[config.mk]
export PLATFORM = sky130hd
export DESIGN_NAME = stld_ram
export DESIGN_NICKNAME = d
export VERILOG_FILES = /design/src/stld_ram.sv
export SDC_FILE = /design/constraint.sdc
export NUM_CORES = 2
export LEC_CHECK = 0
export ABC_CLOCK_PERIOD_IN_PS = 2600
export BUFFER_PORTS_ARGS = -buffer_cell sky130_fd_sc_hd__clkbuf_2
export CAP_MARGIN = 10
export CORE_UTILIZATION = 35
export CTS_CLUSTER_DIAMETER = 60
export DETAILED_ROUTE_END_ITERATION = 7
export HOLD_SLACK_MARGIN = 0.03
export PLACE_DENSITY = 0.53
export SYNTH_ARGS = -nofsm -noshare
export SYNTH_HDL_FRONTEND = slang
export SYNTH_SLANG_ARGS = --single-unit
[constraint.sdc]
create_clock -name clock -period 2.6 [get_ports clock]
set_input_delay 0 -clock clock [delete_from_list [all_inputs] [get_ports clock]]
set_output_delay 0 -clock clock [all_outputs]
set_load 0.01 [all_outputs]
[src/stld_ram.sv]
module stld_ram #(
   parameter int WIDTH = 3,
   parameter int DEPTH = 1024
) (
   input  logic                     clock,
   input  logic                     wr_en,
   input  logic [$clog2(DEPTH)-1:0] wr_addr,
   input  logic [WIDTH-1:0]         wr_data,
   input  logic [$clog2(DEPTH)-1:0] rd_addr,
   output logic [WIDTH-1:0]         rd_data
);

   logic [WIDTH-1:0] mem [DEPTH];
   logic [WIDTH-1:0] rd_data_ff;

   always_ff @(posedge clock) begin
      if (wr_en) begin
         mem[wr_addr] <= wr_data;
      end
      rd_data_ff <= mem[rd_addr];
   end

   assign rd_data = rd_data_ff;

endmodule

==> results.md <==
- Number of setup buffers added after CTS: 0
- DRT iter0 DRCs: 8,647
- Setup Skew: 46.6 ps
- Initial antenna violation count: 37
- DIE WIDTH: 597 µm
- # IOs: 28
- Share of flip-flops with an asynchronous set or reset: 0%
- Worst Setup End Kind: flip-flop
- Syn_nets: 6,569
- Gr ovfl total: 0
- Port bufs: 27
- Synth warn: 0
- Post-synth top area share: 74.6%
- Cell with the most instances after synthesis: edfxtp_1
- Vias in the first global route: 68,700
- Final setup violation count: 3
- Final-report hold violation count: 0
- Post-layout min period: 2800 ps
- Clk root buf: clkbuf_16
- Final Cycle Share: 108%
- Drt wl/cell: 30.3 µm
- Final setup margin: -203 ps
- Worst reg2reg path depth: 9
- Relative slew slack: 40.9%
- H-tree depth: 5
- Area Overhead vs Synth: 17.8%
- Cells after Synth: 6,544
- CP startpoint: mem[311][2]$_DFFE_PP_
- R2R Setup Slk: -200 ps
- Seq/Total Area, Yosys: 74.6%
- All-Layer GR Usage: 20.5%
- Avg Cell Area, Syn: 18.9 µm²
- Final Max Tran Viols: 0
- Run status: complete, but fails checks
- Flops & latches, synth: 3,075
- Number of remaining DRC errors: 0
- RSZ-0062 raised after global routing: true
- Height of the die: 597 µm
- Worst-Margin Slew: 887 ps
- First-pass GRT wire length: 520,000 µm
- Synth top cells by count: edfxtp_1 (3,072), nor2_1 (1,080), mux4_2 (635), mux2i_1 (322), clkbuf_1 (243)
- Power Total: 106 mW
- CTS sink cnt: 3,075
- Largest net degree at the start of global routing: 151
- Clock latency on the worst-skew pair: 880 ps
- DPL Wire Length: 233,000 µm
- EDFF count, synth: 3,072
- Via count: 67,000
- R2r endpoint: rd_data[2]$_DFF_P_
- Pre-antenna DRT Iters: 8
- Hold/Removal Path Class: primary input to flip-flop
- Worst Setup EP: rd_data[2]$_DFF_P_
- Vias per Instance: 5.50
- DIE AREA: 0.356 mm²
- Maxcap violations: 0
- Failing checks: setup timing
- Static Leak: 45.9 nW
- Initial Util: 35.3%
- Final Hold Slack: 46.8 ps
- Nets: 7,251
- Crit-path max FO: 2
- WL final: 369,000 µm
- Top_reg_cell synth: edfxtp_1
- Synth area leaders: edfxtp_1 (75%), mux4_2 (12%), nor2_1 (3.3%)
- VDD IR max: 0.555 mV
- Max clock buf depth: 4
- GPL Wtd Cong: 0.844
- Mapped Area: 0.124 mm²
- Fmax: 357 MHz
- Pwr/cell area: 729 mW/mm²
- CP Data Arrival Time: 3540 ps
- CTS tree: built
- Antenna Violating Nets Remaining: 0
- Startpoint Class: flip-flop
- Num CTS Buffers: 322
- Yosys top cell by area: edfxtp_1
- Reg-to-reg startpoint: mem[311][2]$_DFFE_PP_
- Req. time, crit path: 3340 ps
- Fillers: 30,800
- Row count: 217
- WS Path Type: flip-flop to flip-flop
- Core Area: 0.351 mm²
- Reg clk slew, reported paths: 60 ps
- Post-synthesis cell type count: 79
- Share of post-route cells with drive strength above 1: 27.1%
==> registers in the layout (all words and copies together), names as in the netlist <==
name     flops
mem       3072
rd_data      3
==> cell usage in the layout (no fill, tap or decap), drive strengths merged, types with 21 or more instances in the layout <==
cell / synthesis / layout
a22oi: 61 / 61
edfxtp: 3072 / 3072
nor2: 1081 / 1081
o21ai: 60 / 60
nand2: 124 / 124
buf: 242 / 817
o221ai: 101 / 101
o22ai: 85 / 85
bufinv: 0 / 29
clkinv: 0 / 127
mux4: 662 / 662
a22o: 21 / 21
nand3: 48 / 48
clkbuf: 250 / 405
a211oi: 30 / 30
mux2i: 322 / 322
nor3: 55 / 55
a21oi: 79 / 79
==> cell families after synthesis <==
family	after synthesis	share of synthesized area, %
flip-flops	3075	74.6
AND/OR/NAND/NOR	1443	4.84
multiplexers	1002	14.9
AO/OA/AOI/OAI	526	3.04
buffers and inverters	498	2.60
==> critical path, cell delays in order (launching register included) <==
cell,delay (ps)
edfxtp_1,370
mux4_2,490
mux4_2,460
a22o_1,280
a211o_1,350
nand4_1,270
buf_6,170
nor2_2,40
o22ai_2,140
nand4_1,90
==> final cells by class <==
type | count | area (µm²) | area share, %
Clock inverter | 183 | 1710 | 1.17
Multi-Input combinational cell | 2971 | 28700 | 19.7
Antenna cell | 9 | 22.5 | 0.0154
Timing Repair Buffer | 851 | 8590 | 5.89
Clock buffer | 387 | 8510 | 5.84
Inverter | 5 | 26.3 | 0.0180
Tap cell | 4708 | 5890 | 4.04
Sequential cell | 3075 | 92300 | 63.3
==> metal layers <==
| metal | vias up | GRT usage, % | routed length (µm) |
|---|---|---|---|
| met5 | - | 0 | 27 |
| met4 | 4 | 5.06 | 8970 |
| met3 | 522 | 3.39 | 31800 |
| met2 | 3030 | 33.7 | 178000 |
| met1 | 35600 | 28.4 | 150000 |
| li1 | 27900 | - | - |
==> worst min path at each step <==
stage,depth (start not counted),from,to
floorplan,0,wr_data[0],mem[0][0]$_DFFE_PP_
global placement,1,wr_data[2],mem[923][2]$_DFFE_PP_
detailed placement,1,wr_data[2],mem[923][2]$_DFFE_PP_
CTS,7,rd_addr[9],rd_data[1]$_DFF_P_
global route,7,rd_addr[9],rd_data[1]$_DFF_P_
finish,7,rd_addr[9],rd_data[1]$_DFF_P_
==> metrics by stage <==
| step | std cells | setup TNS [ps] | setup slack [ps] | utilization (%) | cell area, µm² |
|---|---|---|---|---|---|
| 2_1_floorplan | 6544 | 0 | 262 | - | 124000 |
| 3_3_place_gp | 11600 | -2050 | -973 | 38.6 | 135000 |
| 3_5_place_dp | 11600 | -1960 | -862 | 38.6 | 135000 |
| 4_1_cts | 12200 | -336 | -220 | 41.6 | 146000 |
| 5_1_grt | 12200 | -429 | -276 | 41.6 | 146000 |
| 6_report | 12200 | -288 | -203 | 41.6 | 146000 |
==> timing repair <==
item,in CTS,in global routing
pin swaps,5,7
hold endpoints to repair,2538,0
setup endpoints to repair,3,3
resized for setup,10,14
hold buffers,16,0
==> power by group <==
part           switching [mW]  total [mW]  internal (mW)
combinational            3.75        6.26           2.51
clock                    19.2        45.4           26.3
sequential             0.0432        54.6           54.5
Note: power is estimated with default switching activity, not from simulation.
