==> config.mk <==
export PLATFORM = sky130hd
export DESIGN_NAME = stld_dash
export DESIGN_NICKNAME = d
export VERILOG_FILES = /design/src/stld_pkg.sv /design/src/stld_dash.sv
export SDC_FILE = /design/constraint.sdc
export NUM_CORES = 1
export LEC_CHECK = 0
export BUFFER_PORTS_ARGS = -buffer_cell sky130_fd_sc_hd__buf_2
export CAP_MARGIN = 20
export CORE_MARGIN = 4
export CORE_UTILIZATION = 46
export CTS_BUF_LIST = sky130_fd_sc_hd__clkbuf_4
export DETAILED_ROUTE_END_ITERATION = 6
export PLACE_DENSITY_LB_ADDON = 0.15
export SLEW_MARGIN = 15
export SYNTH_ARGS = -nofsm -noshare
export SYNTH_HDL_FRONTEND = slang
export SYNTH_SLANG_ARGS = --single-unit
export TNS_END_PERCENT = 100
==> constraint.sdc <==
create_clock -name clock -period 1.9 [get_ports clock]
set_input_delay 0.38 -clock clock [delete_from_list [all_inputs] [get_ports clock]]
set_output_delay 0.38 -clock clock [all_outputs]
set_load 0.01 [all_outputs]
==> src/stld_pkg.sv <==
package stld_pkg;

   typedef enum logic [1:0] {
      OP_REPLACE = 2'd0,
      OP_OR      = 2'd1,
      OP_XOR     = 2'd2,
      OP_RSVD    = 2'd3
   } combine_type;

   localparam logic [2:0] REG_PEN_COLOR  = 3'd0;
   localparam logic [2:0] REG_PEN_WEIGHT = 3'd1;
   localparam logic [2:0] REG_COMBINE    = 3'd2;
   localparam logic [2:0] REG_DASH_ON0   = 3'd3;
   localparam logic [2:0] REG_DASH_OFF0  = 3'd4;
   localparam logic [2:0] REG_DASH_ON1   = 3'd5;
   localparam logic [2:0] REG_DASH_OFF1  = 3'd6;
   localparam logic [2:0] REG_DASH_START = 3'd7;

   localparam int COORD_W  = 9;
   localparam int PEL_W    = 3;
   localparam int RUN_W    = 6;
   localparam int CSR_IDX_W = 4;
   localparam int CSR_DAT_W = 6;

   // Settings the drawing engine needs for one line.
   typedef struct packed {
      logic [PEL_W-1:0] color;
      logic             wide;
      combine_type      op;
      logic [RUN_W-1:0] len0;
      logic [RUN_W-1:0] len1;
      logic [RUN_W-1:0] len2;
      logic [RUN_W-1:0] len3;
      logic [1:0]       run0;
      logic [3:0]       ovr;
   } pen_type;

   function automatic logic [PEL_W-1:0] combine_pel(combine_type op,
                                                    logic [PEL_W-1:0] prev,
                                                    logic [PEL_W-1:0] color);
      logic [PEL_W-1:0] r;
      case (op)
         OP_OR:   r = prev | color;
         OP_XOR:  r = prev ^ color;
         default: r = color;
      endcase
      return r;
   endfunction

endpackage

==> src/stld_dash.sv <==
// Tracks the dash run that the current step falls in, one step per advance.
module stld_dash (
   input  logic              clock,
   input  logic              reset,
   input  logic              load,
   input  logic              advance,
   input  stld_pkg::pen_type pen,
   output logic              busy,
   output logic              visible
);

   logic [1:0]  run_ff, run_in;
   logic [6:0]  left_ff, left_in;
   logic        busy_ff, busy_in;
   logic        first_ff, first_in;
   logic [5:0]  len_sel;
   logic [1:0]  nrun;
   logic [5:0]  nlen;

   always_comb begin
      case (run_ff)
         2'd0:    len_sel = pen.len0;
         2'd1:    len_sel = pen.len1;
         2'd2:    len_sel = pen.len2;
         default: len_sel = pen.len3;
      endcase
      nrun = run_ff + 2'd1;
      case (nrun)
         2'd0:    nlen = pen.len0;
         2'd1:    nlen = pen.len1;
         2'd2:    nlen = pen.len2;
         default: nlen = pen.len3;
      endcase
   end

   always_comb begin
      run_in   = run_ff;
      left_in  = left_ff;
      busy_in  = busy_ff;
      first_in = first_ff;
      if (load) begin
         run_in   = pen.run0;
         busy_in  = 1'b1;
         left_in  = 7'd0;
         first_in = 1'b1;
      end else if (busy_ff) begin
         // Skip exhausted runs, one per cycle, until a live run is found.
         if (left_ff == 7'd0) begin
            first_in = 1'b0;
            if (first_ff && pen.ovr != 4'd0) begin
               // The override applies only to the starting run.
               left_in = {3'd0, pen.ovr};
               busy_in = 1'b0;
            end else begin
               left_in = {1'b0, len_sel};
               if (len_sel == 6'd0) begin
                  run_in = nrun;
               end else begin
                  busy_in = 1'b0;
               end
            end
         end
      end else if (advance) begin
         if (left_ff == 7'd1) begin
            run_in  = nrun;
            left_in = {1'b0, nlen};
            busy_in = (nlen == 6'd0);
         end else begin
            left_in = left_ff - 7'd1;
         end
      end
   end

   always_ff @(posedge clock) begin
      if (reset) begin
         busy_ff  <= 1'b0;
         run_ff   <= 2'd0;
         left_ff  <= 7'd0;
         first_ff <= 1'b0;
      end else begin
         busy_ff  <= busy_in;
         run_ff   <= run_in;
         left_ff  <= left_in;
         first_ff <= first_in;
      end
   end

   assign busy    = busy_ff;
   assign visible = ~run_ff[0];

endmodule

==> flow_metrics.py <==
metrics = {
    "power_and_ir_drop": {
        "intPower_mw": 0.778,
        "pwr-share-seq_pct": 22.5,
        "switching_share_pct": 40.7,
        "power.switching_mw": 0.535,
        "leakagePower_nw": 0.753,
        "vdd_drop_max_v": 0.000522,
        "powerDensity_mw_per_mm2": 755,
        "pwr-share-clk_pct": 13.3,
        "power_mw": 1.31,
        "p_comb_share_pct": 64.2,
    },
    "final_layout": {
        "multi_input_area_um2": 995,
        "area_growth_pct": 49.4,
        "ff_latch_area_um2": 228,
        "nFillCells": 185,
        "n_antenna_cell": 0,
        "drive_above_1_share_pct": 42.4,
        "nets": 273,
    },
    "timing": {
        "skew_ps": 1.56,
        "worst_slew_pin_slew_ps": 432,
        "max_freq_ghz": 0.493,
        "period_share_pct": 107,
        "period_minus_slack_ps": 2030,
        "finalHoldViolCount": 0,
        "setup_ws_ps": -128,
        "rsz0062_at_grt": "yes",
        "whs_ps": 349,
        "slew_headroom_pct": 71.1,
        "slew_viol_final": 0,
        "finalSetupViolCount": 3,
    },
    "clock_network": {
        "cts.path.max_buffers": 2,
        "cts_tree": "built",
        "numCtsBuffers": 3,
        "path_clk_slew_ps": 70,
        "cts_max_level": 1,
        "root_buffer": "clkbuf_4",
        "clk_latency_ps": 270,
        "cts.sinks": 11,
    },
    "place": {
        "dp.final_hpwl_um": 3080,
        "numPortBuffers": 35,
        "gp_congestion": 0.858,
    },
    "yosys": {
        "ys.warnings.count": 0,
        "synth_ff_type": "dfxtp_1",
        "synthArstFlopShare_pct": 0,
        "synth-edff-count": 0,
        "yosysTopAreaCell": "dfxtp_1",
        "synth_fp_nets": 210,
        "synth_seq_cells": 11,
        "synthCells": 162,
        "postSynthAreaPerCell_um2": 7.18,
        "yosys.cell_types.count": 40,
        "yosys-top-cells-area": "dfxtp_1, ha_1, a21oi_1, a222oi_1, o21ai_0",
        "netlist_area_mm2": 0.00116,
        "synth_top_area_share_pct": 18.9,
        "ys_seq_area_share_pct": 18.9,
    },
    "outcome": {
        "violations": "negative setup slack",
        "outcome": "finished with violations",
    },
    "detailed_routing": {
        "routed_wl_um": 4160,
        "drt-vias-per-instance": 6.19,
        "drtAntennaViolNets": 0,
        "firstDrtPassIters": 6,
        "drc": 0,
        "wl_per_cell_um": 16.5,
        "via_count": 1559,
        "drtIter0Drc": 121,
    },
    "worst_setup_path": {
        "timing.rr.end": "run_ff[0]",
        "r2r_start": "run_ff[1]",
        "r2r_slack_ps": -130,
        "worstPathArrival_ps": 2190,
        "critPathRequiredTime_ps": 2060,
        "start_kind": "register",
        "reg2regPathDepth": 8,
        "cp_max_fo": 5,
        "crit_type": "reg -> reg",
        "endpoint_kind": "register",
    },
    "global_route": {
        "grt_pass1_wl_um": 6130,
        "grt_start_max_net_pins": 17,
        "overflow": 0,
        "grt_pass1_vias": 1421,
        "globalRouteTotalUtil_pct": 22.6,
        "antenna_found_initial": 0,
    },
    "floorplanning": {
        "die_x_um": 58.3,
        "io_pins": 42,
        "floorplan.initialDensity_pct": 50.2,
        "core.rowCount": 17,
        "core_mm2": 0.00232,
        "die_area_mm2": 0.00340,
        "die_h_um": 58.3,
    },
    "hold_path": {
        "hp-class": "in -> reg",
        "hold_depth": 2,
        "hold_end": "run_ff[0]",
        "hold_start": "reset",
    },
    "job": {
        "maxCapViolCount": 0,
    },
}
## cells by family (layout without fill, tap and decap cells)
| kind of cell | Yosys count | in the layout | synth area share [%] |
|---|---|---|---|
| xor gates and xnor gates | 1 | 1 | 0.753 |
| buffers and inverters | 16 | 78 | 5.48 |
| AOI/OAI and AO/OA | 63 | 63 | 37.7 |
| and+or+nand+nor | 59 | 59 | 24.9 |
| muxes | 4 | 4 | 3.55 |
| adders and majority gates | 8 | 8 | 8.60 |
| DFF | 11 | 11 | 18.9 |
## synth_stat cells (3+ instances only)
| cell | number |
|---|---|
| nand2_1 | 13 |
| clkbuf_1 | 4 |
| o21ai_0 | 13 |
| a211oi_1 | 3 |
| mux2i_1 | 3 |
| nor3_1 | 7 |
| a21oi_1 | 15 |
| dfxtp_1 | 11 |
| a22oi_1 | 6 |
| inv_1 | 9 |
| nand3_1 | 9 |
| nor2_1 | 13 |
| buf_2 | 3 |
| ha_1 | 8 |
| nand2b_1 | 3 |
| nor2b_1 | 6 |
| a222oi_1 | 7 |
## placed cells by master, fill, tap and decap left out, types with 3 or more instances in the layout
cell type,instances
nand2b_1,3
a222oi_1,7
ha_1,4
buf_6,3
a21oi_2,3
a22oi_1,4
nand3_1,9
nor3_1,6
clkbuf_4,4
o21ai_0,4
dfxtp_1,9
nor2_1,12
o21ai_1,7
nand2_1,12
ha_4,3
buf_4,27
buf_2,35
a21oi_1,11
inv_1,6
nor2b_1,6
## critical path, stage by stage (launching register included)
cell	delay (ps)
dfxtp_4	360
buf_6	120
ha_4	170
a222oi_1	350
mux2i_1	160
o41ai_2	210
o211ai_1	200
o21ai_0	270
a21oi_2	80
## metrics by stage
step | TNS (ps) | worst slack [ps] | std cells | util [%] | instance area [um2]
after CTS | -273 | -104 | 251 | 71.5 | 1660
final | -290 | -128 | 252 | 75.0 | 1740
after detailed placement | -985 | -213 | 245 | 68.3 | 1580
after global placement | -363 | -102 | 245 | 68.3 | 1580
after floorplan | -6.17 | -6.17 | 162 | - | 1200
after global routing | -661 | -206 | 252 | 75.0 | 1740
## registers in the layout, summed over array words and instances (netlist names)
name / flops
busy: 1
first_ff: 1
run_ff: 2
left_ff: 7
## metal layers
| layer | up-vias | global-route usage, % | wire [um] |
|---|---|---|---|
| met1 | 719 | 29.7 | 1800 |
| li1 | 748 | - | - |
| met3 | 12 | 3.51 | 273 |
| met5 | - | 0 | 0 |
| met4 | 0 | 6.62 | 79 |
| met2 | 80 | 38.1 | 2010 |
## cell type report
cell class              instances  area share [%]
clock buffers                   4            1.73
repair buffers                 65            23.7
multi-input cells             135            57.2
flip-flops and latches         11            13.1
well taps                      28            2.02
inverters                       9            2.23
## repair_timing
action | 4_1_cts | 5_1_grt
gates cloned | 0 | 0
hold endpoints to repair | 0 | 0
pin swaps | 6 | 15
setup endpoints to repair | 8 | 9
hold buffers | 0 | 0
setup buffers | 2 | 1
resized for setup | 10 | 28
## worst max path at each step
| stage | from | end | depth (start not counted) |
|---|---|---|---|
| 2_1_floorplan | run_ff[1] | run_ff[0] | 9 |
| 3_3_place_gp | run_ff[1] | busy | 9 |
| 3_5_place_dp | run_ff[1] | run_ff[1] | 9 |
| 4_1_cts | run_ff[1] | run_ff[1] | 8 |
| 5_1_grt | run_ff[1] | run_ff[0] | 8 |
| 6_report | run_ff[1] | run_ff[0] | 8 |
## power groups by stage
stage          logic, mW  registers (mW)  clock network [mW]
2_1_floorplan      0.408           0.289                   0
3_5_place_dp       0.709           0.292                   0
5_1_grt            0.903           0.300               0.192
4_1_cts            0.746           0.290               0.181
3_3_place_gp       0.682           0.291                   0
6_report           0.843           0.295               0.175
(Power assumes the default switching activity.)
